[src/hw/rtl/som_best_matching_unit_macros.svh]
// Assertion shorthands shared by the search logic.
`ifndef SOM_BEST_MATCHING_UNIT_MACROS_SVH
`define SOM_BEST_MATCHING_UNIT_MACROS_SVH

// The condition must never hold outside reset.
`define BMU_ASSERT_NEVER(lbl, cond, msg) \
   lbl: assert property (@(posedge clock) disable iff (reset) !(cond)) \
      else $error(msg);

// Whenever the antecedent holds, the consequent holds in the same cycle.
`define BMU_ASSERT_IMPLY(lbl, ante, cons, msg) \
   lbl: assert property (@(posedge clock) disable iff (reset) (ante) |-> (cons)) \
      else $error(msg);

// Whenever the antecedent holds, the consequent holds in the next cycle.
`define BMU_ASSERT_NEXT(lbl, ante, cons, msg) \
   lbl: assert property (@(posedge clock) disable iff (reset) (ante) |=> (cons)) \
      else $error(msg);

`endif

[src/hw/rtl/bmu_pkg.sv]
`timescale 1ns / 1ps
package bmu_pkg;

   // Map and vector capacity. Powers of two, so that a node's weight
   // address is the concatenation of its coordinates and element index.
   localparam int MAX_MAP_X   = 16;
   localparam int MAX_MAP_Y   = 16;
   localparam int MAX_VEC_LEN = 16;

   localparam int X_AW   = $clog2(MAX_MAP_X);
   localparam int Y_AW   = $clog2(MAX_MAP_Y);
   localparam int E_AW   = $clog2(MAX_VEC_LEN);
   localparam int MEM_AW = X_AW + Y_AW + E_AW;

   // Fixed widths of the word fields.
   localparam int IDX_W     = 4;
   localparam int VALUE_W   = 16;
   localparam int DIFF_W    = VALUE_W + 1;
   localparam int SQ_W      = 2 * VALUE_W;
   localparam int DIST_W    = 36;
   localparam int CFG_W     = 5;
   localparam int CSR_IDX_W = 2;

   // Command codes.
   localparam logic CMD_LOAD  = 1'b0;
   localparam logic CMD_QUERY = 1'b1;

   typedef enum logic [1:0] {
      ST_IDLE,
      ST_SCAN,
      ST_WAIT
   } state_type;

   // One accepted request word.
   typedef struct packed {
      logic                      cmd;
      logic [IDX_W-1:0]          node_x;
      logic [IDX_W-1:0]          node_y;
      logic [IDX_W-1:0]          element;
      logic signed [VALUE_W-1:0] value;
   } item_type;

   // Effective configuration, already clamped to its legal range.
   typedef struct packed {
      logic [CFG_W-1:0] map_w;
      logic [CFG_W-1:0] map_h;
      logic [CFG_W-1:0] vec_len;
   } cfg_type;

   // One weight element read of the scan, tagged with its node.
   typedef struct packed {
      logic            valid;
      logic            first_node;
      logic            last_node;
      logic            last_elem;
      logic [X_AW-1:0] x;
      logic [Y_AW-1:0] y;
      logic [E_AW-1:0] e;
   } scan_type;

   // A finished node distance leaving the datapath.
   typedef struct packed {
      logic            valid;
      logic            first_node;
      logic            last_node;
      logic [X_AW-1:0] x;
      logic [Y_AW-1:0] y;
   } node_type;

   // A register value of zero counts as one, and a value above the limit
   // counts as the limit.
   function automatic logic [CFG_W-1:0] clamp_cfg(input logic [CFG_W-1:0] v,
                                                  input int unsigned maxv);
      if (v == '0) begin
         return CFG_W'(1);
      end
      if (32'(v) > maxv) begin
         return CFG_W'(maxv);
      end
      return v;
   endfunction

endpackage

[src/hw/rtl/bmu_select.sv]
`timescale 1ns / 1ps
module bmu_select import bmu_pkg::*; (
   input  logic              clock,
   input  logic              reset,
   input  node_type          node,
   input  logic [DIST_W-1:0] node_dist,
   input  logic              rsp_ready,
   output logic              rsp_valid,
   output logic [IDX_W-1:0]  winner_x,
   output logic [IDX_W-1:0]  winner_y,
   output logic [DIST_W-1:0] best_distance,
   output logic              committed
);

   logic [DIST_W-1:0] best_dist_ff;
   logic [X_AW-1:0]   best_x_ff;
   logic [Y_AW-1:0]   best_y_ff;
   logic              pending_ff, pending_in;
   logic              rsp_valid_ff, rsp_valid_in;
   logic [IDX_W-1:0]  rsp_x_ff;
   logic [IDX_W-1:0]  rsp_y_ff;
   logic [DIST_W-1:0] rsp_dist_ff;
   logic              take;

   // The first node seeds the minimum; later nodes win only when
   // strictly closer, so ties keep the earliest node.
   assign take = node.valid && (node.first_node || (node_dist < best_dist_ff));

   always_ff @(posedge clock) begin
      if (take) begin
         best_dist_ff <= node_dist;
         best_x_ff    <= node.x;
         best_y_ff    <= node.y;
      end
   end

   // The winner waits here until the response register is free.
   assign committed    = pending_ff && (!rsp_valid_ff || rsp_ready);
   assign pending_in   = (node.valid && node.last_node) ? 1'b1 :
                         (committed ? 1'b0 : pending_ff);
   assign rsp_valid_in = committed ? 1'b1 : (rsp_ready ? 1'b0 : rsp_valid_ff);

   always_ff @(posedge clock) begin
      if (reset) begin
         pending_ff   <= 1'b0;
         rsp_valid_ff <= 1'b0;
      end else begin
         pending_ff   <= pending_in;
         rsp_valid_ff <= rsp_valid_in;
      end
   end

   always_ff @(posedge clock) begin
      if (committed) begin
         rsp_x_ff    <= IDX_W'(best_x_ff);
         rsp_y_ff    <= IDX_W'(best_y_ff);
         rsp_dist_ff <= best_dist_ff;
      end
   end

   assign rsp_valid     = rsp_valid_ff;
   assign winner_x      = rsp_x_ff;
   assign winner_y      = rsp_y_ff;
   assign best_distance = rsp_dist_ff;

`include "som_best_matching_unit_macros.svh"

   `BMU_ASSERT_NEVER(a_no_node_while_pending, node.valid && pending_ff, "node result while winner still pending")
   `BMU_ASSERT_NEXT(a_commit_shows, committed, rsp_valid_ff, "committed winner not shown")
   `BMU_ASSERT_NEXT(a_commit_clears, committed, !pending_ff, "winner still pending after commit")

endmodule

[config.mk]
export PLATFORM = sky130hd
export DESIGN_NAME = bmu_select
export DESIGN_NICKNAME = d
export VERILOG_FILES = /design/src/hw/rtl/bmu_pkg.sv /design/src/hw/rtl/bmu_select.sv
export VERILOG_INCLUDE_DIRS = /design/src /design/src/hw/rtl
export SDC_FILE = /design/constraint.sdc
export NUM_CORES = 1
export LEC_CHECK = 0
export BUFFER_PORTS_ARGS = -buffer_cell sky130_fd_sc_hd__buf_2
export CAP_MARGIN = 20
export CORE_ASPECT_RATIO = 0.5
export CORE_MARGIN = 5
export CORE_UTILIZATION = 30
export CTS_CLUSTER_DIAMETER = 30
export DETAILED_ROUTE_END_ITERATION = 10
export GPL_TIMING_DRIVEN = 0
export PLACE_DENSITY = 0.54
export SETUP_SLACK_MARGIN = 0.02
export SYNTH_ARGS = -nofsm -noshare
export SYNTH_HDL_FRONTEND = slang
export SYNTH_SLANG_ARGS = --single-unit
[constraint.sdc]
create_clock -name clock -period 4.13 [get_ports clock]
set_clock_uncertainty 0.2 [all_clocks]
set_input_delay 0.413 -clock clock [delete_from_list [all_inputs] [get_ports clock]]
set_output_delay 0.413 -clock clock [all_outputs]
set_load 0.05 [all_outputs]
==> results.md <==
- Hold path depth: 2
- Initial Utilization: 30.61%
- Avg Inst Size Synth: 16.13 um^2
- WL per Instance: 13.97 um
- Post-CTS sizing: 0
- Total number of vias: 2103
- Worst setup SP type: flip-flop
- Routability cong.: 0.8144
- Worst slew pin tran: 815.1 ps
- Power per Cell Area: 441.9 nW/um^2
- Worst Hold Launch: reset
- Most Used Layer, Global Route: met2
- Die width: 165.2 um
- Max-cap violations: 0
- RSZ-0062 raised after global routing: false
- Clock Latency Late Sink: 330 ps
- Reg2reg setup slack: 710 ps
- Post-CTS Hold Buffers: 0
- Reg2reg end: best_y_ff[3]
- Most frequent cells after synthesis: 88 x edfxtp_1, 37 x inv_1, 35 x ha_1, 15 x a21oi_1, 11 x nand2_1
- Fin crit share: 82.90%
- Static leakage: 1.974 nW
- Worst EP required: 3960 ps
- Placed wire-length estimate: 5456 um
- Antenna violations before repair: 0
- Hold Crit Endpoint: pending_ff
- Final setup fails: 0
- Vias per cell: 4.189
- DRC viols: 0
- CTS max path bufs: 2
- Crit path kind: flip-flop to flip-flop
- CTS Buf Count: 9
- Nets: 417
- Routing usage on met3: 3.855%
- Total Power: 2.046 mW
- Largest net degree at the start of global routing: 29
- TritonRoute pass-1 iters: 4
- Layout cell share with drive strength beyond 1: 33.23%
- PortBufs: 95
- Post-route ant nets: 0
- Cell Count Post-Placement: 486
- CTS H-tree depth: 3
- Post-synth EDFFs: 88
- ANT cells: 0
- Filler instances: 1128
- Reg2reg path depth: 9
- Setup Buffers After CTS: 0
- Clk root buf: clkbuf_16
- Die H: 87.61 um
- Final wirelength: 7012 um
- Post-synth ARST share: 0%
- Max Slew Vio Count: 0
- Max Fclk: 292.1 MHz
- VDD IR max: 190.9 uV
- Count leader, synth: edfxtp_1
- Fin util: 39.22%
- Ys Warns: 0
- Global-route wire length before repair: 11070 um
- Final min period: 3424 ps
- Clock-pin slew on the worst setup and hold paths: 60 ps
- Grt total ovfl: 0
- GRT Resource Usage Total: 10.05%
- Synth top area cells: edfxtp_1 73%, ha_1 12%, inv_1 3.8%, a21oi_1 2.1%, nand2_1 1.1%
- Crit. End Element: flip-flop
- Status: complete, no violations
- Yosys reg bits: 90
- Final Hold Vio Count: 0
- Full die area: 14470 um^2
- Post-synthesis cell type count: 26
- Sink Count: 90
- Top FF cell, synth: edfxtp_1
- Area grow syn2layout: 28.15%
- Number of global-route vias before repair: 2239
- Cells after Synth: 224
- RR Startpoint: best_dist_ff[14]
- GR Util met2: 18.08%
- Most area-hungry cell type in the Yosys netlist: edfxtp_1
- Seq/Total Area, Yosys: 74.24%
- Worst Hold Class: primary input to flip-flop
- Non-filler cells, final: 502
- Slew HR: 45.55%
- Worst Path Arrival: 3250 ps
- Syn nets: 309
- GR Util met1: 10.78%
- Core ar.: 11810 um^2
- Row count: 28
- Num ports: 96
- Synthesized area: 3613 um^2
- Initial DRC Count: 83
- Crit-path max FO: 28
- CTS tree: built
- Yosys top cell area share: 73.13%
[placed cells by master (no fill, tap or decap), types with 2 or more instances in the layout]
| master | n |
|---|---|
| clkbuf_16 | 9 |
| edfxtp_1 | 88 |
| nand4_1 | 3 |
| nand2_1 | 11 |
| o21ai_0 | 6 |
| buf_2 | 95 |
| nor2_1 | 5 |
| a21oi_1 | 15 |
| and3_1 | 2 |
| inv_1 | 37 |
| clkbuf_1 | 3 |
| dfxtp_1 | 2 |
| ha_1 | 35 |
| clkinv_1 | 2 |
| nand3_1 | 4 |
[cells by family after synthesis]
kind of cell	Yosys count	share of synthesized area, %
buf+inv	37	3.843
flops	90	74.24
fa+ha+maj	35	12.12
simple gates	33	5.090
compound gates	29	4.709
[layer usage]
metal	up-vias	wire length, um
li1	1041	-
met1	1001	2747
met2	43	3712
met3	18	393
met4	0	158
met5	-	0
[state kept, by name, summed over array words and instances (netlist names)]
signal,cells
best_y_ff,4
best_distance,36
best_dist_ff,36
winner_y,4
pending_ff,1
best_x_ff,4
winner_x,4
rsp_valid,1
[how the worst max path moves through the flow]
stage | startpoint | depth (start not counted) | end | slack [ps]
after floorplan | rsp_valid | 2 | best_distance[0] | 130
after global placement | rsp_ready | 4 | committed | -660
after detailed placement | node_dist[14] | 9 | best_y_ff[0] | 420
after CTS | best_dist_ff[14] | 9 | best_dist_ff[14] | 590
after global routing | best_dist_ff[14] | 9 | best_dist_ff[14] | 350
final | best_dist_ff[14] | 9 | best_y_ff[3] | 710
[per-stage QoR]
stage / setup WS [ps] / area, um^2 / hold slack [ps] / setup TNS (ps)
2_1_floorplan: 128.3 / 3613 / 200.3 / 0
3_3_place_gp: -663.0 / 4295 / 200.3 / -21850
3_5_place_dp: 421.7 / 4352 / 205.2 / 0
4_1_cts: 585.2 / 4631 / 35.43 / 0
5_1_grt: 348.6 / 4631 / 36.98 / 0
6_report: 706.3 / 4631 / 50.58 / 0
[report_power, final]
part	internal, mW	switching [mW]
registers	1.06	0.0155
clock network	0.464	0.303
logic	0.0684	0.136
total	1.59	0.454
[worst max-delay path: stages, from the launching register on]
cell	delay [ps]
edfxtp_1	380
inv_1	70
ha_1	250
a41oi_1	240
o21ai_1	100
a221oi_1	400
nand3_1	150
a2111oi_0	530
o21a_2	510
buf_12	260
[area by class of cell]
cell class	instances	area [um^2]	area share, %
tap	165	206.4	4.458
multi-input combinational	97	800.8	17.29
sequential	90	2683	57.93
timing repair buffer	97	523.0	11.29
clock buffer	12	236.5	5.107
clock inverter	4	42.54	0.9187
inverter	37	138.9	2.999
Note: power is estimated with default switching activity, not from simulation.
