==> config.mk <==
export PLATFORM = sky130hd
export DESIGN_NAME = bmu_csr
export DESIGN_NICKNAME = d
export VERILOG_FILES = /design/src/hw/rtl/som_best_matching_unit_macros.svh /design/src/hw/rtl/bmu_pkg.sv /design/src/hw/rtl/bmu_csr.sv
export SDC_FILE = /design/constraint.sdc
export NUM_CORES = 1
export LEC_CHECK = 0
export ABC_AREA = 0
export BUFFER_PORTS_ARGS = -buffer_cell sky130_fd_sc_hd__buf_2
export CELL_PAD_IN_SITES_DETAIL_PLACEMENT = 1
export CELL_PAD_IN_SITES_GLOBAL_PLACEMENT = 1
export CORE_MARGIN = 1
export CORE_UTILIZATION = 37
export CTS_BUF_LIST = sky130_fd_sc_hd__clkbuf_8
export DETAILED_ROUTE_END_ITERATION = 8
export PLACE_DENSITY_LB_ADDON = 0.05
export SYNTH_ARGS = -nofsm -noshare
export SYNTH_HDL_FRONTEND = slang
export SYNTH_SLANG_ARGS = --single-unit
export TNS_END_PERCENT = 5
==> constraint.sdc <==
create_clock -name clock -period 1.1 [get_ports clock]
set_clock_uncertainty 0.1 [all_clocks]
set_input_delay 0.165 -clock clock [delete_from_list [all_inputs] [get_ports clock]]
set_output_delay 0.165 -clock clock [all_outputs]
set_load 0.03 [all_outputs]
==> src/hw/rtl/som_best_matching_unit_macros.svh <==
// Assertion shorthands shared by the search logic.
`ifndef SOM_BEST_MATCHING_UNIT_MACROS_SVH
`define SOM_BEST_MATCHING_UNIT_MACROS_SVH

// The condition must never hold outside reset.
`define BMU_ASSERT_NEVER(lbl, cond, msg) \
   lbl: assert property (@(posedge clock) disable iff (reset) !(cond)) \
      else $error(msg);

// Whenever the antecedent holds, the consequent holds in the same cycle.
`define BMU_ASSERT_IMPLY(lbl, ante, cons, msg) \
   lbl: assert property (@(posedge clock) disable iff (reset) (ante) |-> (cons)) \
      else $error(msg);

// Whenever the antecedent holds, the consequent holds in the next cycle.
`define BMU_ASSERT_NEXT(lbl, ante, cons, msg) \
   lbl: assert property (@(posedge clock) disable iff (reset) (ante) |=> (cons)) \
      else $error(msg);

`endif

==> src/hw/rtl/bmu_pkg.sv <==
`timescale 1ns / 1ps
package bmu_pkg;

   // Map and vector capacity. Powers of two, so that a node's weight
   // address is the concatenation of its coordinates and element index.
   localparam int MAX_MAP_X   = 16;
   localparam int MAX_MAP_Y   = 16;
   localparam int MAX_VEC_LEN = 16;

   localparam int X_AW   = $clog2(MAX_MAP_X);
   localparam int Y_AW   = $clog2(MAX_MAP_Y);
   localparam int E_AW   = $clog2(MAX_VEC_LEN);
   localparam int MEM_AW = X_AW + Y_AW + E_AW;

   // Fixed widths of the word fields.
   localparam int IDX_W     = 4;
   localparam int VALUE_W   = 16;
   localparam int DIFF_W    = VALUE_W + 1;
   localparam int SQ_W      = 2 * VALUE_W;
   localparam int DIST_W    = 36;
   localparam int CFG_W     = 5;
   localparam int CSR_IDX_W = 2;

   // Command codes.
   localparam logic CMD_LOAD  = 1'b0;
   localparam logic CMD_QUERY = 1'b1;

   typedef enum logic [1:0] {
      ST_IDLE,
      ST_SCAN,
      ST_WAIT
   } state_type;

   // One accepted request word.
   typedef struct packed {
      logic                      cmd;
      logic [IDX_W-1:0]          node_x;
      logic [IDX_W-1:0]          node_y;
      logic [IDX_W-1:0]          element;
      logic signed [VALUE_W-1:0] value;
   } item_type;

   // Effective configuration, already clamped to its legal range.
   typedef struct packed {
      logic [CFG_W-1:0] map_w;
      logic [CFG_W-1:0] map_h;
      logic [CFG_W-1:0] vec_len;
   } cfg_type;

   // One weight element read of the scan, tagged with its node.
   typedef struct packed {
      logic            valid;
      logic            first_node;
      logic            last_node;
      logic            last_elem;
      logic [X_AW-1:0] x;
      logic [Y_AW-1:0] y;
      logic [E_AW-1:0] e;
   } scan_type;

   // A finished node distance leaving the datapath.
   typedef struct packed {
      logic            valid;
      logic            first_node;
      logic            last_node;
      logic [X_AW-1:0] x;
      logic [Y_AW-1:0] y;
   } node_type;

   // A register value of zero counts as one, and a value above the limit
   // counts as the limit.
   function automatic logic [CFG_W-1:0] clamp_cfg(input logic [CFG_W-1:0] v,
                                                  input int unsigned maxv);
      if (v == '0) begin
         return CFG_W'(1);
      end
      if (32'(v) > maxv) begin
         return CFG_W'(maxv);
      end
      return v;
   endfunction

endpackage

==> src/hw/rtl/bmu_csr.sv <==
`timescale 1ns / 1ps
module bmu_csr import bmu_pkg::*; (
   input  logic                 clock,
   input  logic                 reset,
   input  logic                 csr_we,
   input  logic [CSR_IDX_W-1:0] csr_index,
   input  logic [CFG_W-1:0]     csr_wdata,
   output cfg_type              cfg
);

   localparam logic [CSR_IDX_W-1:0] REG_MAP_WIDTH  = CSR_IDX_W'(0);
   localparam logic [CSR_IDX_W-1:0] REG_MAP_HEIGHT = CSR_IDX_W'(1);
   localparam logic [CSR_IDX_W-1:0] REG_VEC_LEN    = CSR_IDX_W'(2);

   logic [CFG_W-1:0] map_w_ff;
   logic [CFG_W-1:0] map_h_ff;
   logic [CFG_W-1:0] vec_len_ff;

   // Register writes; an unknown index is dropped.
   always_ff @(posedge clock) begin
      if (reset) begin
         map_w_ff   <= CFG_W'(16);
         map_h_ff   <= CFG_W'(16);
         vec_len_ff <= CFG_W'(16);
      end else if (csr_we) begin
         unique case (csr_index)
            REG_MAP_WIDTH:  map_w_ff   <= csr_wdata;
            REG_MAP_HEIGHT: map_h_ff   <= csr_wdata;
            REG_VEC_LEN:    vec_len_ff <= csr_wdata;
            default:        ;
         endcase
      end
   end

   // Effective values seen by the scan.
   always_comb begin
      cfg.map_w   = clamp_cfg(map_w_ff, MAX_MAP_X);
      cfg.map_h   = clamp_cfg(map_h_ff, MAX_MAP_Y);
      cfg.vec_len = clamp_cfg(vec_len_ff, MAX_VEC_LEN);
   end

endmodule

==> results of run 1 <==
## where the power goes
part	total, mW	leakage [nW]	switching, mW	internal [mW]
Sequential	0.583	0.126	0.0224	0.561
Clock	0.454	0.0255	0.203	0.251
Combinational	0.190	0.366	0.0886	0.102
Total	1.23	0.518	0.314	0.914
## layer usage
metal	share of wire (%)	vias to the layer above	global-route usage, %
met5	0	-	0
met4	1.6	0	12.9
met3	3.0	4	5.10
met2	56	20	38.9
met1	39	323	23.5
li1	-	316	-
## synthesized netlist by cell type
cell | count | area share (%)
sky130_fd_sc_hd__nor2b_1 | 9 | 7.8
sky130_fd_sc_hd__clkbuf_1 | 5 | 2.6
sky130_fd_sc_hd__or3b_1 | 1 | 1.2
sky130_fd_sc_hd__inv_1 | 3 | 1.6
sky130_fd_sc_hd__and3b_1 | 1 | 1.2
sky130_fd_sc_hd__mux2i_1 | 15 | 21
sky130_fd_sc_hd__a21oi_1 | 3 | 2.1
sky130_fd_sc_hd__nor2_1 | 4 | 2.1
sky130_fd_sc_hd__or3_1 | 3 | 2.6
sky130_fd_sc_hd__nand3b_1 | 1 | 1.0
sky130_fd_sc_hd__nand2b_1 | 16 | 14
sky130_fd_sc_hd__buf_2 | 2 | 1.4
sky130_fd_sc_hd__dfxtp_1 | 15 | 42
## worst paths after layout
kind                            depth (start not counted)            end    startpoint  slack (ns)
worst min-delay path                                    3  vec_len_ff[4]  csr_wdata[4]        0.14
worst max register to register                          3    map_h_ff[1]   map_h_ff[1]        0.25
worst max-delay path                                    3         cfg[5]   map_h_ff[1]       -0.42
worst min register to register                          2    map_w_ff[0]   map_w_ff[0]        0.38
## critical path, cell delays in order, from the launching register on
cell and delay [ns]:
sky130_fd_sc_hd__dfxtp_2 0.34, sky130_fd_sc_hd__or3_4 0.39, sky130_fd_sc_hd__a21oi_4 0.13, sky130_fd_sc_hd__buf_6 0.14
## cell usage in the layout (no fill, tap or decap)
cell type                  synthesis  routed
sky130_fd_sc_hd__a21oi_4           0       3
sky130_fd_sc_hd__and3b_1           1       1
sky130_fd_sc_hd__buf_2             2       9
sky130_fd_sc_hd__buf_4             0      14
sky130_fd_sc_hd__buf_6             0      13
sky130_fd_sc_hd__clkbuf_8          0       3
sky130_fd_sc_hd__clkinv_2          0       1
sky130_fd_sc_hd__dfxtp_1          15       3
sky130_fd_sc_hd__dfxtp_2           0       9
sky130_fd_sc_hd__dfxtp_4           0       3
sky130_fd_sc_hd__inv_1             3       3
sky130_fd_sc_hd__mux2i_1          15      15
sky130_fd_sc_hd__nand2b_1         16      16
sky130_fd_sc_hd__nand3b_1          1       1
sky130_fd_sc_hd__nor2_1            4       4
sky130_fd_sc_hd__nor2b_1           9       4
sky130_fd_sc_hd__nor2b_4           0       5
sky130_fd_sc_hd__or3_4             0       3
sky130_fd_sc_hd__or3b_1            1       1
## registers in the layout (all words and copies together) (netlist names)
name	count
map_h_ff	5
vec_len_ff	5
map_w_ff	5
## area by class of cell
cell class | count | area share, %
clock buffer | 3 | 3.51
sequential | 15 | 27.5
timing repair buffer | 36 | 25.2
tap | 25 | 2.66
multi-input combinational | 53 | 39.7
inverter | 3 | 0.958
clock inverter | 1 | 0.426
## kinds of logic (layout without fill, tap and decap cells)
logic type,after synthesis,in the layout,share of synthesized area [%]
and+or+nand+nor,35,35,29.9
muxes,15,15,20.8
DFF,15,15,41.7
buffers and inverters,10,43,5.56
AOI/OAI and AO/OA,3,3,2.08
## timing repair
action | in CTS | in global routing
buffers inserted | 0 | 0
cloned | 0 | 0
endpoints found under the setup margin | 15 | 13
resized for setup | 35 | 16
pin swaps | 0 | 0
==> results by stage, run 1 <==
Run status:
- The flow ran to the end, but the final reports show violations.
- The checks that failed: setup timing.

Synth:
- The post-synthesis instance area is 721 um^2.
- After synthesis the netlist holds a flip-flop and latch count of 15.
- After synthesis, flip-flops and latches occupy 41.7% of the total area.
- The Yosys step of the flow raised 0 warnings.
- The number of cells produced by synthesis is 78.
- In this run, distinct cell masters in the synthesized netlist total 13.
- The number of nets handed over by synthesis was 88.
- The post-synthesis area per instance is 9.24 um^2.

Route:
- The mean number of vias per cell is 4.88.
- The number of detailed-routing iterations run before antenna repair is 4.
- The final route contains 663 vias.
- The final layout contains routed wiring with a total length of 2190 um.
- The count of nets left with antenna violations once routing finished came out at 0.
- In this run, the number of DRC markers left after iteration 0 of detailed routing was 1.
- The average detailed-routed wire length per instance is 16.1 um.
- The post-detailed-route DRC marker count is 0.

Clock tree:
- In this run, post-CTS hold repair placed 0 buffers.
- TritonCTS built the clock tree.
- After clock tree synthesis, the clock-pin slew on the worst setup and hold paths is 0.06 ns.
- TritonCTS created 3 clock buffers.
- At the later pin of the worst-skew pair, clock insertion delay measures 0.25 ns.
- The H-tree depth reported by CTS is 1.
- Counting along the longest clock path gives a buffer depth of 2.
- The clock drives 15 sinks.
- In this run the clock root is driven by a sky130_fd_sc_hd__clkbuf_8.

Cells and area:
- The antenna diode count is 0.
- In the final design database the tool counted 122 nets.
- Registers take 323 um^2.
- Of the cells placed in the final design, the portion with a size suffix greater than 1 is 56.8%.
- The layout has 192 filler cells.
- In the final layout, the multi-input gates occupy 467 um^2.
- Measured on the finished design, the core utilization comes to 65.9%.
- The post-route non-filler standard cell count is 136.
- Compared with the post-synthesis result, the final layout area differs by 63.0%.
- The final design area excluding fillers is 1170 um^2.

Pwr:
- The leakage dissipation is 0.518 nW.
- The power per cell area is 1050 nW/um^2.
- VDD sags by at most 0.000892 V.
- After layout, the design draws a total of 1.23 mW.

Critical path:
- The worst setup path is captured at an output port.
- The top fanout value on the critical path is 2.
- The category of the most critical setup path is register to output port.
- The worst setup path is launched from a register.
- The endpoint required time on the critical path is 0.83 ns.
- Data on the critical path arrives at its endpoint at 1.25 ns.

Timing:
- The total count of max-transition violations in the final report was 0.
- Setup violations remaining at the end of the flow were counted as 14.
- Setup total negative slack on the finished layout was measured at -2.41 ns.
- Static timing analysis puts the maximum clock frequency at 660 MHz.
- After layout, the minimum clock period comes to 1.52 ns.
- The smallest hold slack is 0.141 ns.
- The slew at the pin with the worst max-slew slack is 0.321 ns.
- Setup repair after global routing could not meet its margin everywhere.
- The final count of hold timing violations is 0.
- The worst path uses 138% of the clock period.
- The worst slew slack as a fraction of its limit is 78.5%.
- After layout, the worst setup slack is -0.416 ns.

Placed design:
- The routability congestion estimate is 0.714.
- The placed instances occupy a cell area of 982 um^2.
- The count of input and output buffers is 24.
- The post-placement setup slack is -0.188 ns.
- In this run, placement finished with an instance count of 132.
- Once detailed placement completed, the half-perimeter wirelength came to 1380 um.

Global route:
- The maximum number of pins on one net before global-route repair is 18.
- The number of global-route vias before repair is 693.
- The first global-routing pass estimated 3130 um of wire.
- The global route total overflow is 0.
- For this run, the total global-route usage over all layers was measured as 22.0%.
- The number of antenna violations at the first check in global routing is 0.

Die:
- Pin placement for this block handled 25 I/O pins.
- The height of the die is 46.1 um.
- The chip width is 46.1 um.
- The area enclosed by the die boundary is 2130 um^2.
- The starting density of the core is 40.4%.
- In this run the core area contains 15 standard-cell rows.
- In this run the standard cell core region covers 1780 um^2.

Min path:
- The min-delay analysis places its worst path in the category input port to register.

Run:
- The tool flagged a number of max-cap violations equal to 0.
(Power assumes the default switching activity.)
==> run 2: changes to the inputs <==
- RECOVER_POWER: not set -> 50
==> results by stage, run 2 (synthesis results as in run 1) <==
Pwr:
- The switching power is 0.318 mW (+0.98%).
- The clock network fraction of total power was 37.2% (+0.2 points).
- The switching power share of the total was 25.8% (+0.21 points).
- The combinational power share is 15.4% (about the same).
- The leakage dissipation is 0.514 nW (-0.64%).
- The internal portion of total power is 0.912 mW (-0.13%).
- The post-route total power is 1.23 mW (+0.15%).
- The power per cell area is 1050 nW/um^2 (+0.48%).
- The part of the power in registers is 47.4% (about the same).
- The maximum VDD drop is 0.000890 V (-0.25%).

Placed design:
- The post-placement setup slack was -0.188 ns (unchanged).
- The count of input and output buffers is 24 (unchanged).
- The routability congestion estimate is 0.714 (unchanged).
- The estimated wirelength of the detail-placed design is 1380 um (unchanged).

Cells and area:
- The layout-stage area growth over the synthesis result is 62.5%.
- The final standard cell utilization of the core came to 65.7% (-0.21 points).
- The number of fillers in the final layout is 192 (unchanged).
- The antenna diode count is 0 (unchanged).
- The final layout net count is 122 (unchanged).
- The area of the multi-input gates came to 467 um^2 (unchanged).
- Leaving out fill and tap cells, the most frequent cells in the layout are 16 x sky130_fd_sc_hd__nand2b_1, 15 x sky130_fd_sc_hd__mux2i_1, 13 x sky130_fd_sc_hd__buf_6.
- The sequential cell area is 323 um^2 (unchanged).
- The share of layout cells above drive strength 1 is 55.9% (-0.90 points).
- Leaving out fill and tap cells, the most frequent cell in the layout is sky130_fd_sc_hd__nand2b_1.
- The largest registers in the layout are map_h_ff: 5 flops, map_w_ff: 5 flops, vec_len_ff: 5 flops.

Die:
- The starting density of the core is 40.4% (unchanged).
- The chip width is 46.1 um (unchanged).
- The number of rows created at floorplan is 15 (unchanged).
- The height of the die is 46.1 um (unchanged).
- The area enclosed by the die boundary was 2130 um^2 (unchanged).
- The total I/O pin count is 25 (unchanged).
- The core area was 1780 um^2 (unchanged).

Clock tree:
- The H-tree depth reported by CTS is 1 (unchanged).
- The count of buffers added by post-CTS timing repair for setup is 0 (unchanged).
- The clock buffer count from CTS is 3 (unchanged).
- The number of clock sinks seen by CTS was 15 (unchanged).
- The clock transition time at the flip-flop clock pins of the worst setup and hold paths was 0.07 ns (about the same).
- The root buffer cell chosen for the clock tree is sky130_fd_sc_hd__clkbuf_8.
- The maximum root-to-sink buffer count was 2 (unchanged).
- The insertion delay of the later-clocked pin in the worst-skew pair came to 0.25 ns (about the same).
- The CTS tree is yes.

Timing:
- The total count of max-transition violations in the final report is 0 (unchanged).
- The maximum frequency from static timing analysis is 660 MHz (about the same).
- The smallest hold slack is 0.137 ns (-0.00426 ns).
- The slew at the pin with the worst max-slew slack was 0.402 ns (+0.0812 ns).
- The final count of hold timing violations came to 0 (unchanged).
- The final clock period utilization by the worst path is 138% (about the same).
- The final setup slack of the worst path was -0.416 ns (+0.000514 ns).
- Setup repair after global routing could not meet its margin everywhere.
- The number of setup violations in the final report is 14 (unchanged).
- The worst slew slack as a fraction of its limit is 73.2% (-5.3 points).
- The post-route minimum period was 1.52 ns (-0.000514 ns).

Critical path:
- The critical path startpoint is map_h_ff[1].
- The endpoint required time on the critical path is 0.83 ns (about the same).
- In this run the worst setup path terminates at cfg[5].
- The maximum cell stage delay along the critical path is 0.39 ns (about the same).
- Traced cell by cell, the critical path runs through or3_4 > a21oi_4 > buf_6.
- The register-to-register setup slack came to 0.25 ns (about the same).
- The nature of the critical path endpoint is an output port.
- The cell depth of the worst flop-to-flop path was 3 (unchanged).
- The library cell contributing the largest single delay on the critical path is sky130_fd_sc_hd__or3_4.
- The data arrival time at the worst-slack endpoint is 1.25 ns (about the same).
- The top fanout value on the critical path is 2 (unchanged).
- The worst register-to-register path ends at map_h_ff[1].
- The launching element type of the critical path is a register.
- The startpoint identified for the worst register-to-register timing path is map_h_ff[1].
- The category of the most critical setup path is register to output port.

Route:
- The mean number of vias per cell is 4.80 (-1.5%).
- The number of design-rule violations left by the first detailed-router iteration was 1 (unchanged).
- The remaining antenna violation count after routing is 0 (unchanged).
- The post-detailed-route DRC marker count was 0 (unchanged).
- The average detailed-routed wire length per instance is 16.1 um (about the same).
- The number of detailed-routing iterations run before antenna repair is 2 (-2).
- The overall via count from detail_route is 653 (-1.5%).
- The total detailed-routing wirelength is 2190 um (about the same).

Global route:
- The maximum number of pins on one net before global-route repair is 18 (unchanged).
- The global-route wire length before repair is 3130 um (unchanged).
- The number of antenna violations at the first check in global routing is 0 (unchanged).
- The global route total overflow is 0 (unchanged).
- The total track usage is 22.0% (unchanged).
- The number of global-route vias before repair was 693 (unchanged).

Run status:
- The checks that failed: setup timing.
- The flow ran to the end, but the final reports show violations.

Run:
- The total of max-cap violations came to 0 (unchanged).

Min path:
- The type of the most critical hold path is input port to register.
-- run 2: cell types whose count changed in the layout (fill, tap and decap cells not counted) --
| cell | previous run | this run |
|---|---|---|
| sky130_fd_sc_hd__buf_4 | 14 | 12 |
| sky130_fd_sc_hd__clkbuf_1 | 0 | 1 |
| sky130_fd_sc_hd__clkbuf_4 | 0 | 1 |
-- run 2: area by class of cell --
cell class / count / area share, %
multi-input cells: 53 / 39.9
clock inverters: 1 / 0.427
well taps: 25 / 2.67
flip-flops and latches: 15 / 27.6
repair buffers: 36 / 25.0
inverters: 3 / 0.962
clock buffers: 3 / 3.53
-- run 2: metrics by stage --
stage               setup TNS [ns]  std cells  instance area [um^2]
global placement            -0.856        132                   982
floorplan                   -0.257         78                   769
CTS                          -2.46        136                  1110
global route                 -2.88        136                  1170
detailed placement           -1.06        132                   982
finish                       -2.43        136                  1170
-- run 2: repair_timing --
action	CTS	global route
gates cloned	0	0
endpoints found under the setup margin	15	13
hold buffers	0	0
resized for setup	35	16
-- run 2: how the worst min path moves through the flow --
stage	cells after the start	endpoint	startpoint
3_3_place_gp	2	map_h_ff[0]	map_h_ff[0]
2_1_floorplan	2	map_w_ff[4]	csr_wdata[4]
3_5_place_dp	2	map_w_ff[0]	map_w_ff[0]
4_1_cts	3	vec_len_ff[4]	csr_wdata[4]
5_1_grt	3	vec_len_ff[4]	csr_wdata[4]
6_report	3	vec_len_ff[4]	csr_wdata[4]
-- run 2: metal layers --
layer  wire length (um)  track usage, %  vias up
met2               1220            38.9       18
met4                 36            12.9        0
li1                   -               -      316
met3                 61            5.10        4
met1                870            23.5      315
met5                  0               0        -
-- run 2: worst max-delay path: cells and delay by family, from the launching register on --
kind	cells	cell delay, ns
AND/OR/NAND/NOR	1	0.39
flip-flops	1	0.33
AO/OA/AOI/OAI	1	0.13
buffers and inverters	1	0.14
-- run 2: power groups by stage --
stage	logic (mW)	clock network [mW]	registers [mW]
after floorplan	0.109	0	0.588
after global placement	0.165	0	0.590
after detailed placement	0.171	0	0.591
after CTS	0.183	0.463	0.581
after global routing	0.201	0.501	0.585
final	0.189	0.458	0.583
