<file path="config.mk">
export PLATFORM = sky130hd
export DESIGN_NAME = bmu_ctrl
export DESIGN_NICKNAME = d
export VERILOG_FILES = /design/src/hw/rtl/bmu_pkg.sv /design/src/hw/rtl/bmu_ctrl.sv
export VERILOG_INCLUDE_DIRS = /design/src /design/src/hw/rtl
export SDC_FILE = /design/constraint.sdc
export NUM_CORES = 1
export LEC_CHECK = 0
export BUFFER_PORTS_ARGS = -buffer_cell sky130_fd_sc_hd__buf_2
export CAP_MARGIN = 0
export CORE_ASPECT_RATIO = 1.25
export CORE_MARGIN = 4
export CORE_UTILIZATION = 39
export CTS_CLUSTER_DIAMETER = 200
export DETAILED_ROUTE_END_ITERATION = 7
export PLACE_DENSITY_LB_ADDON = 0.25
export RECOVER_POWER = 50
export SYNTH_ARGS = -nofsm -noshare
export SYNTH_HDL_FRONTEND = slang
export SYNTH_SLANG_ARGS = --single-unit
</file>
<file path="constraint.sdc">
create_clock -name clock -period 1.9 [get_ports clock]
set_input_delay 0.38 -clock clock [delete_from_list [all_inputs] [get_ports clock]]
set_output_delay 0.38 -clock clock [all_outputs]
set_load 0.05 [all_outputs]
</file>
<file path="src/hw/rtl/som_best_matching_unit_macros.svh">
// Assertion shorthands shared by the search logic.
`ifndef SOM_BEST_MATCHING_UNIT_MACROS_SVH
`define SOM_BEST_MATCHING_UNIT_MACROS_SVH

// The condition must never hold outside reset.
`define BMU_ASSERT_NEVER(lbl, cond, msg) \
   lbl: assert property (@(posedge clock) disable iff (reset) !(cond)) \
      else $error(msg);

// Whenever the antecedent holds, the consequent holds in the same cycle.
`define BMU_ASSERT_IMPLY(lbl, ante, cons, msg) \
   lbl: assert property (@(posedge clock) disable iff (reset) (ante) |-> (cons)) \
      else $error(msg);

// Whenever the antecedent holds, the consequent holds in the next cycle.
`define BMU_ASSERT_NEXT(lbl, ante, cons, msg) \
   lbl: assert property (@(posedge clock) disable iff (reset) (ante) |=> (cons)) \
      else $error(msg);

`endif

</file>
<file path="src/hw/rtl/bmu_pkg.sv">
`timescale 1ns / 1ps
package bmu_pkg;

   // Map and vector capacity. Powers of two, so that a node's weight
   // address is the concatenation of its coordinates and element index.
   localparam int MAX_MAP_X   = 16;
   localparam int MAX_MAP_Y   = 16;
   localparam int MAX_VEC_LEN = 16;

   localparam int X_AW   = $clog2(MAX_MAP_X);
   localparam int Y_AW   = $clog2(MAX_MAP_Y);
   localparam int E_AW   = $clog2(MAX_VEC_LEN);
   localparam int MEM_AW = X_AW + Y_AW + E_AW;

   // Fixed widths of the word fields.
   localparam int IDX_W     = 4;
   localparam int VALUE_W   = 16;
   localparam int DIFF_W    = VALUE_W + 1;
   localparam int SQ_W      = 2 * VALUE_W;
   localparam int DIST_W    = 36;
   localparam int CFG_W     = 5;
   localparam int CSR_IDX_W = 2;

   // Command codes.
   localparam logic CMD_LOAD  = 1'b0;
   localparam logic CMD_QUERY = 1'b1;

   typedef enum logic [1:0] {
      ST_IDLE,
      ST_SCAN,
      ST_WAIT
   } state_type;

   // One accepted request word.
   typedef struct packed {
      logic                      cmd;
      logic [IDX_W-1:0]          node_x;
      logic [IDX_W-1:0]          node_y;
      logic [IDX_W-1:0]          element;
      logic signed [VALUE_W-1:0] value;
   } item_type;

   // Effective configuration, already clamped to its legal range.
   typedef struct packed {
      logic [CFG_W-1:0] map_w;
      logic [CFG_W-1:0] map_h;
      logic [CFG_W-1:0] vec_len;
   } cfg_type;

   // One weight element read of the scan, tagged with its node.
   typedef struct packed {
      logic            valid;
      logic            first_node;
      logic            last_node;
      logic            last_elem;
      logic [X_AW-1:0] x;
      logic [Y_AW-1:0] y;
      logic [E_AW-1:0] e;
   } scan_type;

   // A finished node distance leaving the datapath.
   typedef struct packed {
      logic            valid;
      logic            first_node;
      logic            last_node;
      logic [X_AW-1:0] x;
      logic [Y_AW-1:0] y;
   } node_type;

   // A register value of zero counts as one, and a value above the limit
   // counts as the limit.
   function automatic logic [CFG_W-1:0] clamp_cfg(input logic [CFG_W-1:0] v,
                                                  input int unsigned maxv);
      if (v == '0) begin
         return CFG_W'(1);
      end
      if (32'(v) > maxv) begin
         return CFG_W'(maxv);
      end
      return v;
   endfunction

endpackage

</file>
<file path="src/hw/rtl/bmu_ctrl.sv">
`timescale 1ns / 1ps
module bmu_ctrl import bmu_pkg::*; (
   input  logic     clock,
   input  logic     reset,
   input  cfg_type  cfg,
   input  logic     req_fire,
   input  item_type item,
   input  logic     committed,
   output logic     req_ready,
   output scan_type scan
);

   state_type       state_ff, state_in;
   logic [X_AW-1:0] x_ff, x_in;
   logic [Y_AW-1:0] y_ff, y_in;
   logic [E_AW-1:0] e_ff, e_in;
   logic            start;
   logic            x_end, y_end, e_end;

   // A query word at the last element position starts a search.
   assign start = req_fire && (item.cmd == CMD_QUERY) &&
                  (32'(item.element) < MAX_VEC_LEN) &&
                  (CFG_W'(item.element) == cfg.vec_len - CFG_W'(1));

   assign x_end = (CFG_W'(x_ff) == cfg.map_w - CFG_W'(1));
   assign y_end = (CFG_W'(y_ff) == cfg.map_h - CFG_W'(1));
   assign e_end = (CFG_W'(e_ff) == cfg.vec_len - CFG_W'(1));

   // Next state.
   always_comb begin
      state_in = state_ff;
      unique case (state_ff)
         ST_IDLE: if (start) state_in = ST_SCAN;
         ST_SCAN: if (x_end && y_end && e_end) state_in = ST_WAIT;
         ST_WAIT: if (committed) state_in = ST_IDLE;
         default: state_in = ST_IDLE;
      endcase
   end

   // Scan counters: element innermost, then y, then x.
   always_comb begin
      x_in = x_ff;
      y_in = y_ff;
      e_in = e_ff;
      if (state_ff != ST_SCAN) begin
         x_in = '0;
         y_in = '0;
         e_in = '0;
      end else if (!e_end) begin
         e_in = e_ff + E_AW'(1);
      end else begin
         e_in = '0;
         if (!y_end) begin
            y_in = y_ff + Y_AW'(1);
         end else begin
            y_in = '0;
            x_in = x_ff + X_AW'(1);
         end
      end
   end

   // Outputs. No word is taken while a search owns the weight memory.
   always_comb begin
      req_ready       = (state_ff == ST_IDLE);
      scan.valid      = (state_ff == ST_SCAN);
      scan.first_node = (x_ff == '0) && (y_ff == '0);
      scan.last_node  = x_end && y_end;
      scan.last_elem  = e_end;
      scan.x          = x_ff;
      scan.y          = y_ff;
      scan.e          = e_ff;
   end

   always_ff @(posedge clock) begin
      if (reset) begin
         state_ff <= ST_IDLE;
         x_ff     <= '0;
         y_ff     <= '0;
         e_ff     <= '0;
      end else begin
         state_ff <= state_in;
         x_ff     <= x_in;
         y_ff     <= y_in;
         e_ff     <= e_in;
      end
   end

`include "som_best_matching_unit_macros.svh"

   `BMU_ASSERT_NEVER(a_no_accept_in_scan, req_ready && (state_ff == ST_SCAN), "word accepted during scan")
   `BMU_ASSERT_IMPLY(a_elem_in_range, scan.valid, (CFG_W'(scan.e) < cfg.vec_len), "element index past vector length")
   `BMU_ASSERT_NEXT(a_scan_ends, scan.valid && scan.last_node && scan.last_elem, state_ff == ST_WAIT, "scan did not end after last node")

endmodule

</file>
==> impl_metrics.xml, run 1 <==
<?xml version="1.0" encoding="UTF-8"?>
<metrics>
  <group name="critical_path">
    <metric name="critical_path_arrival" unit="ns">1.52</metric>
    <metric name="cp_slowest_stage_delay" unit="ns">0.21</metric>
    <metric name="slowest_stage" unit="">sky130_fd_sc_hd__nor3b_4</metric>
    <metric name="timing.critical_path.cells" unit="">buf_6 &gt; inv_2 &gt; ha_4 &gt; nor3b_4 &gt; xnor2_2 &gt; nand4_1 &gt; buf_6 &gt; nor2_4 &gt; buf_8</metric>
    <metric name="worst-setup-path-type" unit="">in2out</metric>
    <metric name="start_kind" unit="">primary input</metric>
    <metric name="rr_worst_depth" unit="">8</metric>
    <metric name="cp_max_fo" unit="">3</metric>
    <metric name="crit_top_cell" unit="">sky130_fd_sc_hd__buf_6</metric>
    <metric name="worstSetupEndpointType" unit="">output pin</metric>
    <metric name="rrSetupSlack" unit="ns">0.05</metric>
    <metric name="critPathRequiredTime" unit="ns">1.52</metric>
  </group>
  <group name="yosys">
    <metric name="synth_seq_cells" unit="">14</metric>
    <metric name="synth_area_in_compound_gates" unit="">0.111</metric>
    <metric name="synth_top_family_by_area" unit="">simple AND/OR/NAND/NOR gates</metric>
    <metric name="synth_edf_count" unit="">0</metric>
    <metric name="ys_async_sr_fraction" unit="">0</metric>
    <metric name="syn-mean-instance-area" unit="sq um">8.25</metric>
    <metric name="synth_simple_gate_area_share" unit="">0.258</metric>
    <metric name="synth.distinct_cells" unit="">33</metric>
    <metric name="ys_top_cells_by_area" unit="">sky130_fd_sc_hd__dfxtp_1 25%, sky130_fd_sc_hd__xnor2_1 14%, sky130_fd_sc_hd__ha_1 9.0%</metric>
    <metric name="synth.yosys.warnings" unit="">0</metric>
    <metric name="dominantRegCellSynth" unit="">sky130_fd_sc_hd__dfxtp_1</metric>
    <metric name="netlist.top_cell.by_area" unit="">sky130_fd_sc_hd__dfxtp_1</metric>
    <metric name="syn-cell-area" unit="sq um">1110</metric>
    <metric name="synth.net_count" unit="">191</metric>
    <metric name="synth_fa_ha_area_frac" unit="">0.0899</metric>
    <metric name="synthXorXnorAreaFrac" unit="">0.227</metric>
    <metric name="postSynthCellCount" unit="">135</metric>
    <metric name="synthDominantCellAreaShare" unit="">0.252</metric>
    <metric name="synth.yosys.seq_area_share" unit="">0.252</metric>
    <metric name="synth.area.mux_share" unit="">0</metric>
  </group>
  <group name="timing">
    <metric name="fin_worst_hold_slack" unit="ns">0.302</metric>
    <metric name="worst_slew_pin_slew" unit="ns">0.623</metric>
    <metric name="max_freq" unit="GHz">0.527</metric>
    <metric name="max_slew_violations" unit="">0</metric>
    <metric name="maxSlewHeadroom" unit="">0.586</metric>
    <metric name="hold_viol" unit="">0</metric>
    <metric name="finalWorstPathRequiredPeriod" unit="ns">1.90</metric>
    <metric name="finalSetupTns" unit="ns">0</metric>
    <metric name="worst_clock_skew" unit="ns">0.0185</metric>
    <metric name="fraction_of_the_cycle_the_final_worst_path_needs" unit="">0.998</metric>
    <metric name="rsz0062_at_grt" unit="">true</metric>
    <metric name="timing.final.setup_violations" unit="">0</metric>
  </group>
  <group name="routing">
    <metric name="route.vias.total" unit="">1206</metric>
    <metric name="number_of_remaining_drc_errors" unit="">0</metric>
    <metric name="wl_per_cell" unit="um">13.0</metric>
    <metric name="first_pass_iters" unit="">4</metric>
    <metric name="post_drt_via_cell_ratio" unit="">5.11</metric>
    <metric name="initialDrtViolationCount" unit="">26</metric>
    <metric name="drt-total-wl" unit="mm">3.06</metric>
    <metric name="final_antenna_net_count" unit="">0</metric>
  </group>
  <group name="clock_tree">
    <metric name="cts_tree" unit="">built</metric>
    <metric name="cts_htree_levels" unit="">1</metric>
    <metric name="clkSlewWorstSetupHoldPaths" unit="ns">0.10</metric>
    <metric name="cts_hold_buf" unit="">0</metric>
    <metric name="clk_lat_worst_skew" unit="ns">0.28</metric>
    <metric name="clock_buffer_depth" unit="">2</metric>
    <metric name="root_buffer" unit="">sky130_fd_sc_hd__clkbuf_4</metric>
    <metric name="cts_made_buffers" unit="">3</metric>
    <metric name="numClockSinks" unit="">14</metric>
  </group>
  <group name="cells_and_area">
    <metric name="areaGrowthSynthToFinish" unit="%">61.1</metric>
    <metric name="regArea" unit="sq um">289</metric>
    <metric name="final_core_area_utilization" unit="">0.663</metric>
    <metric name="share_of_cells_above_drive_strength_1" unit="">0.455</metric>
    <metric name="num_antenna_cells" unit="">0</metric>
    <metric name="area_taken_by_multi_input_logic_gates" unit="sq um">921</metric>
    <metric name="filler_cell_count" unit="">253</metric>
    <metric name="layoutNonFillerInstCount" unit="">236</metric>
    <metric name="net_count_final" unit="">259</metric>
  </group>
  <group name="global_route">
    <metric name="grt_start_max_net_pins" unit="">9</metric>
    <metric name="globalRouteTotalUtil" unit="">0.164</metric>
    <metric name="grt_first_pass_wirelength" unit="mm">5.00</metric>
    <metric name="antenna_found_initial" unit="">0</metric>
    <metric name="grt_pass1_vias" unit="">1197</metric>
    <metric name="grt_overflow" unit="">0</metric>
  </group>
  <group name="power_and_ir_drop">
    <metric name="power_per_cell_area" unit="nW/um^2">397</metric>
    <metric name="total_leakage_power" unit="nW">0.709</metric>
    <metric name="design_power_total" unit="mW">0.713</metric>
    <metric name="vdd_ir_drop_max" unit="mV">0.292</metric>
  </group>
  <group name="placement">
    <metric name="weighted_congestion_at_the_end_of_routability_driven_global_placement" unit="">0.808</metric>
    <metric name="dp_hpwl" unit="mm">2.40</metric>
    <metric name="dp.cells" unit="">227</metric>
    <metric name="port_buffers" unit="">40</metric>
  </group>
  <group name="worst_hold_path">
    <metric name="hp-class" unit="">in2reg</metric>
    <metric name="min_path_cells" unit="">2</metric>
  </group>
  <group name="floorplan">
    <metric name="floorplan.initialDensity" unit="">0.411</metric>
    <metric name="cell_rows" unit="">21</metric>
    <metric name="dieArea" unit="sq um">3780</metric>
    <metric name="die_height" unit="um">67.7</metric>
    <metric name="boundaryPins" unit="">65</metric>
    <metric name="core-area" unit="sq um">2710</metric>
    <metric name="fp.dieW" unit="um">55.8</metric>
  </group>
  <group name="outcome">
    <metric name="status" unit="">finished clean</metric>
  </group>
  <group name="flow_run">
    <metric name="max_cap_violations" unit="">0</metric>
  </group>
</metrics>
-- state kept, by name (all words and copies together), names as in the netlist --
name,flops
y_ff,4
e_ff,4
x_ff,4
state_ff,2
-- where the power goes --
part | internal [mW] | switching [mW] | total (mW) | leakage [nW]
registers | 0.293 | 0.00102 | 0.294 | 0.116
logic | 0.111 | 0.0948 | 0.206 | 0.572
clock network | 0.117 | 0.0971 | 0.214 | 0.0210
total | 0.520 | 0.193 | 0.713 | 0.709
-- layout by cell type (no fill, tap or decap), drive strengths merged --
| master | count |
|---|---|
| xor2 | 9 |
| nand4 | 3 |
| and4 | 1 |
| nor4 | 2 |
| inv | 13 |
| nor3 | 4 |
| nand2b | 2 |
| a21oi | 6 |
| o41ai | 1 |
| o21ai | 3 |
| a31oi | 2 |
| or4 | 4 |
| nand4b | 2 |
| xnor2 | 19 |
| o211a | 1 |
| nand2 | 6 |
| and3 | 2 |
| nand3 | 10 |
| buf | 54 |
| o31ai | 3 |
| nor2 | 9 |
| ha | 8 |
| dfxtp | 14 |
| a221o | 1 |
| a221oi | 1 |
| clkbuf | 17 |
| nand3b | 2 |
| nor3b | 3 |
-- critical path: cells and delay by family --
| family | cells | cell delay (ns) |
|---|---|---|
| xor+xnor | 1 | 0.13 |
| fa+ha+maj | 1 | 0.14 |
| simple gates | 3 | 0.41 |
| buf+inv | 4 | 0.44 |
-- synth_stat cells (2+ instances only) --
cell type / number
sky130_fd_sc_hd__nand3b_1: 2
sky130_fd_sc_hd__ha_1: 8
sky130_fd_sc_hd__nand2b_1: 2
sky130_fd_sc_hd__dfxtp_1: 14
sky130_fd_sc_hd__nand4b_1: 2
sky130_fd_sc_hd__xor2_1: 9
sky130_fd_sc_hd__a21oi_1: 6
sky130_fd_sc_hd__inv_1: 13
sky130_fd_sc_hd__o21ai_0: 3
sky130_fd_sc_hd__and3_1: 2
sky130_fd_sc_hd__or4_1: 4
sky130_fd_sc_hd__nand3_1: 10
sky130_fd_sc_hd__xnor2_1: 18
sky130_fd_sc_hd__nor2_1: 9
sky130_fd_sc_hd__nor3b_1: 3
sky130_fd_sc_hd__nor3_1: 3
sky130_fd_sc_hd__nand4_1: 2
sky130_fd_sc_hd__a31oi_1: 2
sky130_fd_sc_hd__nand2_1: 6
sky130_fd_sc_hd__nor4_1: 2
sky130_fd_sc_hd__o31ai_1: 3
-- area by class of cell --
cell class | count | share of cell area
clock buffer | 4 | 0.0202
inverter | 13 | 0.0314
multi-input combinational | 104 | 0.513
sequential | 14 | 0.161
tap | 34 | 0.0237
timing repair buffer | 67 | 0.250
-- final timing paths --
| path | end | from |
|---|---|---|
| setup / recovery | scan[13] | cfg[6] |
| hold / removal | state_ff[1] | reset |
| setup reg to reg | x_ff[2] | y_ff[3] |
| hold reg to reg | y_ff[1] | y_ff[1] |
-- stage by stage --
| step | setup WS (ns) | area (sq um) |
|---|---|---|
| 2_1_floorplan | 0.00322 | 1180 |
| 3_3_place_gp | -0.258 | 1560 |
| 3_5_place_dp | -0.304 | 1560 |
| 4_1_cts | -0.0395 | 1700 |
| 5_1_grt | -0.0736 | 1790 |
| 6_report | 0.00324 | 1790 |
-- per-layer routing --
layer / routed length, um / vias to the layer above / track usage
li1: - / 605 / -
met1: 1090 / 557 / 0.153
met2: 1750 / 40 / 0.358
met3: 196 / 4 / 0.0287
met4: 28 / 0 / 0.0456
met5: 0 / - / 0
-- logic make-up after synthesis --
logic type / Yosys count
AOI/OAI and AO/OA: 18
DFF: 14
and+or+nand+nor: 50
buffers and inverters: 17
xor gates and xnor gates: 28
adders and majority gates: 8
-- repair_timing --
item,in CTS,in global routing
pin swaps,11,11
setup endpoints to repair,3,6
cloned,0,0
resized for setup,20,20
setup buffers,4,1
(Power assumes the default switching activity.)
==> run 2: changes to the inputs <==
--- a/config.mk
+++ b/config.mk
@@ -9,5 +9,4 @@
 export BUFFER_PORTS_ARGS = -buffer_cell sky130_fd_sc_hd__buf_2
 export CAP_MARGIN = 0
-export CORE_ASPECT_RATIO = 1.25
 export CORE_MARGIN = 4
 export CORE_UTILIZATION = 39
==> constraint.sdc (replaced) <==
create_clock -name clock -period 1.9 [get_ports clock]
set_input_delay 0.38 -clock clock [delete_from_list [all_inputs] [get_ports clock]]
set_output_delay 0.38 -clock clock [all_outputs]
set_load 0.02 [all_outputs]
==> impl_metrics.xml, run 2 (synthesis gave the netlist of run 1 again) <==
<?xml version="1.0" encoding="UTF-8"?>
<metrics>
  <group name="outcome">
    <metric name="status" unit="">complete, but fails checks</metric>
    <metric name="violations" unit="">setup timing</metric>
  </group>
  <group name="clock_tree">
    <metric name="clkSlewWorstSetupHoldPaths" unit="ns">0.08</metric>
    <metric name="clk_lat_worst_skew" unit="ns">0.29</metric>
    <metric name="numClockSinks" unit="">14</metric>
    <metric name="cts_made_buffers" unit="">3</metric>
    <metric name="cts_tree" unit="">built</metric>
    <metric name="clock_buffer_depth" unit="">2</metric>
    <metric name="cts_htree_levels" unit="">1</metric>
    <metric name="root_buffer" unit="">sky130_fd_sc_hd__clkbuf_4</metric>
    <metric name="cts_hold_buf" unit="">0</metric>
  </group>
  <group name="critical_path">
    <metric name="cp_max_fo" unit="">2</metric>
    <metric name="slowest_stage" unit="">sky130_fd_sc_hd__nor3_1</metric>
    <metric name="cp_slowest_stage_delay" unit="ns">0.23</metric>
    <metric name="rrSetupSlack" unit="ns">-0.02</metric>
    <metric name="timing.critical_path.cells" unit="">buf_6 &gt; buf_4 &gt; nor3_1 &gt; xnor2_1 &gt; nand4_1 &gt; buf_4 &gt; nor2_4 &gt; buf_6</metric>
    <metric name="worst-setup-path-type" unit="">in2out</metric>
    <metric name="cp-endpoint" unit="">scan[13]</metric>
    <metric name="rr_worst_depth" unit="">7</metric>
    <metric name="cp-startpoint" unit="">cfg[5]</metric>
    <metric name="critPathRequiredTime" unit="ns">1.52</metric>
    <metric name="timing.rr.end" unit="">x_ff[3]</metric>
    <metric name="rr_startpoint" unit="">y_ff[3]</metric>
    <metric name="critical_path_arrival" unit="ns">1.59</metric>
    <metric name="worstSetupEndpointType" unit="">output pin</metric>
    <metric name="start_kind" unit="">primary input</metric>
  </group>
  <group name="routing">
    <metric name="drt-total-wl" unit="mm">3.07</metric>
    <metric name="post_drt_via_cell_ratio" unit="">5.11</metric>
    <metric name="initialDrtViolationCount" unit="">49</metric>
    <metric name="wl_per_cell" unit="um">12.9</metric>
    <metric name="first_pass_iters" unit="">4</metric>
    <metric name="final_antenna_net_count" unit="">0</metric>
    <metric name="number_of_remaining_drc_errors" unit="">0</metric>
    <metric name="route.vias.total" unit="">1215</metric>
  </group>
  <group name="floorplan">
    <metric name="boundaryPins" unit="">65</metric>
    <metric name="cell_rows" unit="">19</metric>
    <metric name="floorplan.initialDensity" unit="">0.407</metric>
    <metric name="dieArea" unit="sq um">3770</metric>
    <metric name="core-area" unit="sq um">2730</metric>
    <metric name="die_height" unit="um">61.4</metric>
    <metric name="fp.dieW" unit="um">61.4</metric>
  </group>
  <group name="global_route">
    <metric name="grt_pass1_vias" unit="">1172</metric>
    <metric name="antenna_found_initial" unit="">0</metric>
    <metric name="globalRouteTotalUtil" unit="">0.169</metric>
    <metric name="grt_first_pass_wirelength" unit="mm">4.71</metric>
    <metric name="grt_overflow" unit="">0</metric>
    <metric name="grt_start_max_net_pins" unit="">9</metric>
  </group>
  <group name="power_and_ir_drop">
    <metric name="total_leakage_power" unit="nW">0.732</metric>
    <metric name="power_per_cell_area" unit="nW/um^2">401</metric>
    <metric name="design_power_total" unit="mW">0.720</metric>
    <metric name="vdd_ir_drop_max" unit="mV">0.467</metric>
  </group>
  <group name="cells_and_area">
    <metric name="num_antenna_cells" unit="">0</metric>
    <metric name="share_of_cells_above_drive_strength_1" unit="">0.444</metric>
    <metric name="reg_top3" unit="">e_ff x4, x_ff x4, y_ff x4</metric>
    <metric name="filler_cell_count" unit="">223</metric>
    <metric name="final_core_area_utilization" unit="">0.657</metric>
    <metric name="areaGrowthSynthToFinish" unit="%">61.2</metric>
    <metric name="net_count_final" unit="">264</metric>
    <metric name="layout_commonest_cell" unit="">sky130_fd_sc_hd__buf_4</metric>
    <metric name="most_used_cells_in_the_layout_excluding_fill_and_tap_cells" unit="">27 x sky130_fd_sc_hd__buf_4, 22 x sky130_fd_sc_hd__buf_2, 16 x sky130_fd_sc_hd__xnor2_1</metric>
    <metric name="layoutNonFillerInstCount" unit="">238</metric>
  </group>
  <group name="timing">
    <metric name="timing.final.setup_violations" unit="">3</metric>
    <metric name="hold_viol" unit="">0</metric>
    <metric name="max_freq" unit="GHz">0.507</metric>
    <metric name="fraction_of_the_cycle_the_final_worst_path_needs" unit="">1.04</metric>
    <metric name="worst_slew_pin_slew" unit="ns">0.341</metric>
    <metric name="finalWorstPathRequiredPeriod" unit="ns">1.97</metric>
    <metric name="finalSetupTns" unit="ns">-0.114</metric>
    <metric name="worst_clock_skew" unit="ns">0.00753</metric>
    <metric name="final.setup.worst_slack" unit="ns">-0.0710</metric>
    <metric name="fin_worst_hold_slack" unit="ns">0.283</metric>
    <metric name="maxSlewHeadroom" unit="">0.773</metric>
    <metric name="max_slew_violations" unit="">0</metric>
    <metric name="rsz0062_at_grt" unit="">true</metric>
  </group>
  <group name="placement">
    <metric name="dp.cells" unit="">223</metric>
    <metric name="port_buffers" unit="">40</metric>
    <metric name="weighted_congestion_at_the_end_of_routability_driven_global_placement" unit="">0.838</metric>
    <metric name="dp_hpwl" unit="mm">2.27</metric>
  </group>
  <group name="worst_hold_path">
    <metric name="hp-class" unit="">in2reg</metric>
  </group>
  <group name="flow_run">
    <metric name="max_cap_violations" unit="">0</metric>
  </group>
</metrics>
## run 2: stage by stage
step	setup slack (ns)	cell area (sq um)
4_1_cts	-0.0529	1690
3_5_place_dp	-0.325	1510
6_report	-0.0710	1800
5_1_grt	-0.117	1800
3_3_place_gp	-0.242	1510
2_1_floorplan	-0.0271	1130
## run 2: worst min-delay path by stage
stage	startpoint	endpoint	cells after the start
after floorplan	reset	state_ff[1]	1
after global placement	e_ff[0]	e_ff[0]	1
after detailed placement	e_ff[0]	e_ff[0]	1
after CTS	reset	state_ff[1]	2
after global routing	reset	state_ff[1]	2
final	reset	state_ff[1]	2
## run 2: critical path: cells and delay by family
family        cells  cell delay [ns]
xor+xnor          1             0.18
buf+inv           4             0.54
simple gates      3             0.50
## run 2: repair_timing
item / CTS / global route
resized for setup: 24 / 19
buffers inserted: 6 / 5
pin swaps: 10 / 15
endpoints found under the setup margin: 4 / 5
## run 2: area by class of cell
type,count,area (sq um),share of cell area
multi-input cells,104,895,0.498
inverters,13,61.3,0.0341
flip-flops and latches,14,283,0.157
well taps,31,38.8,0.0216
repair buffers,72,482,0.268
clock buffers,4,36.3,0.0202
## run 2: per-layer routing
metal / global-route usage / vias to the layer above / wire (um)
met1: 0.187 / 560 / 1190
met2: 0.308 / 34 / 1590
met3: 0.0398 / 9 / 207
li1: - / 612 / -
met5: 0 / - / 0
met4: 0.0667 / 0 / 80
## run 2: power by group
group / leakage (nW) / switching (mW) / internal [mW]
clock: 0.0210 / 0.108 / 0.117
combinational: 0.597 / 0.0899 / 0.111
sequential: 0.114 / 0.00102 / 0.294
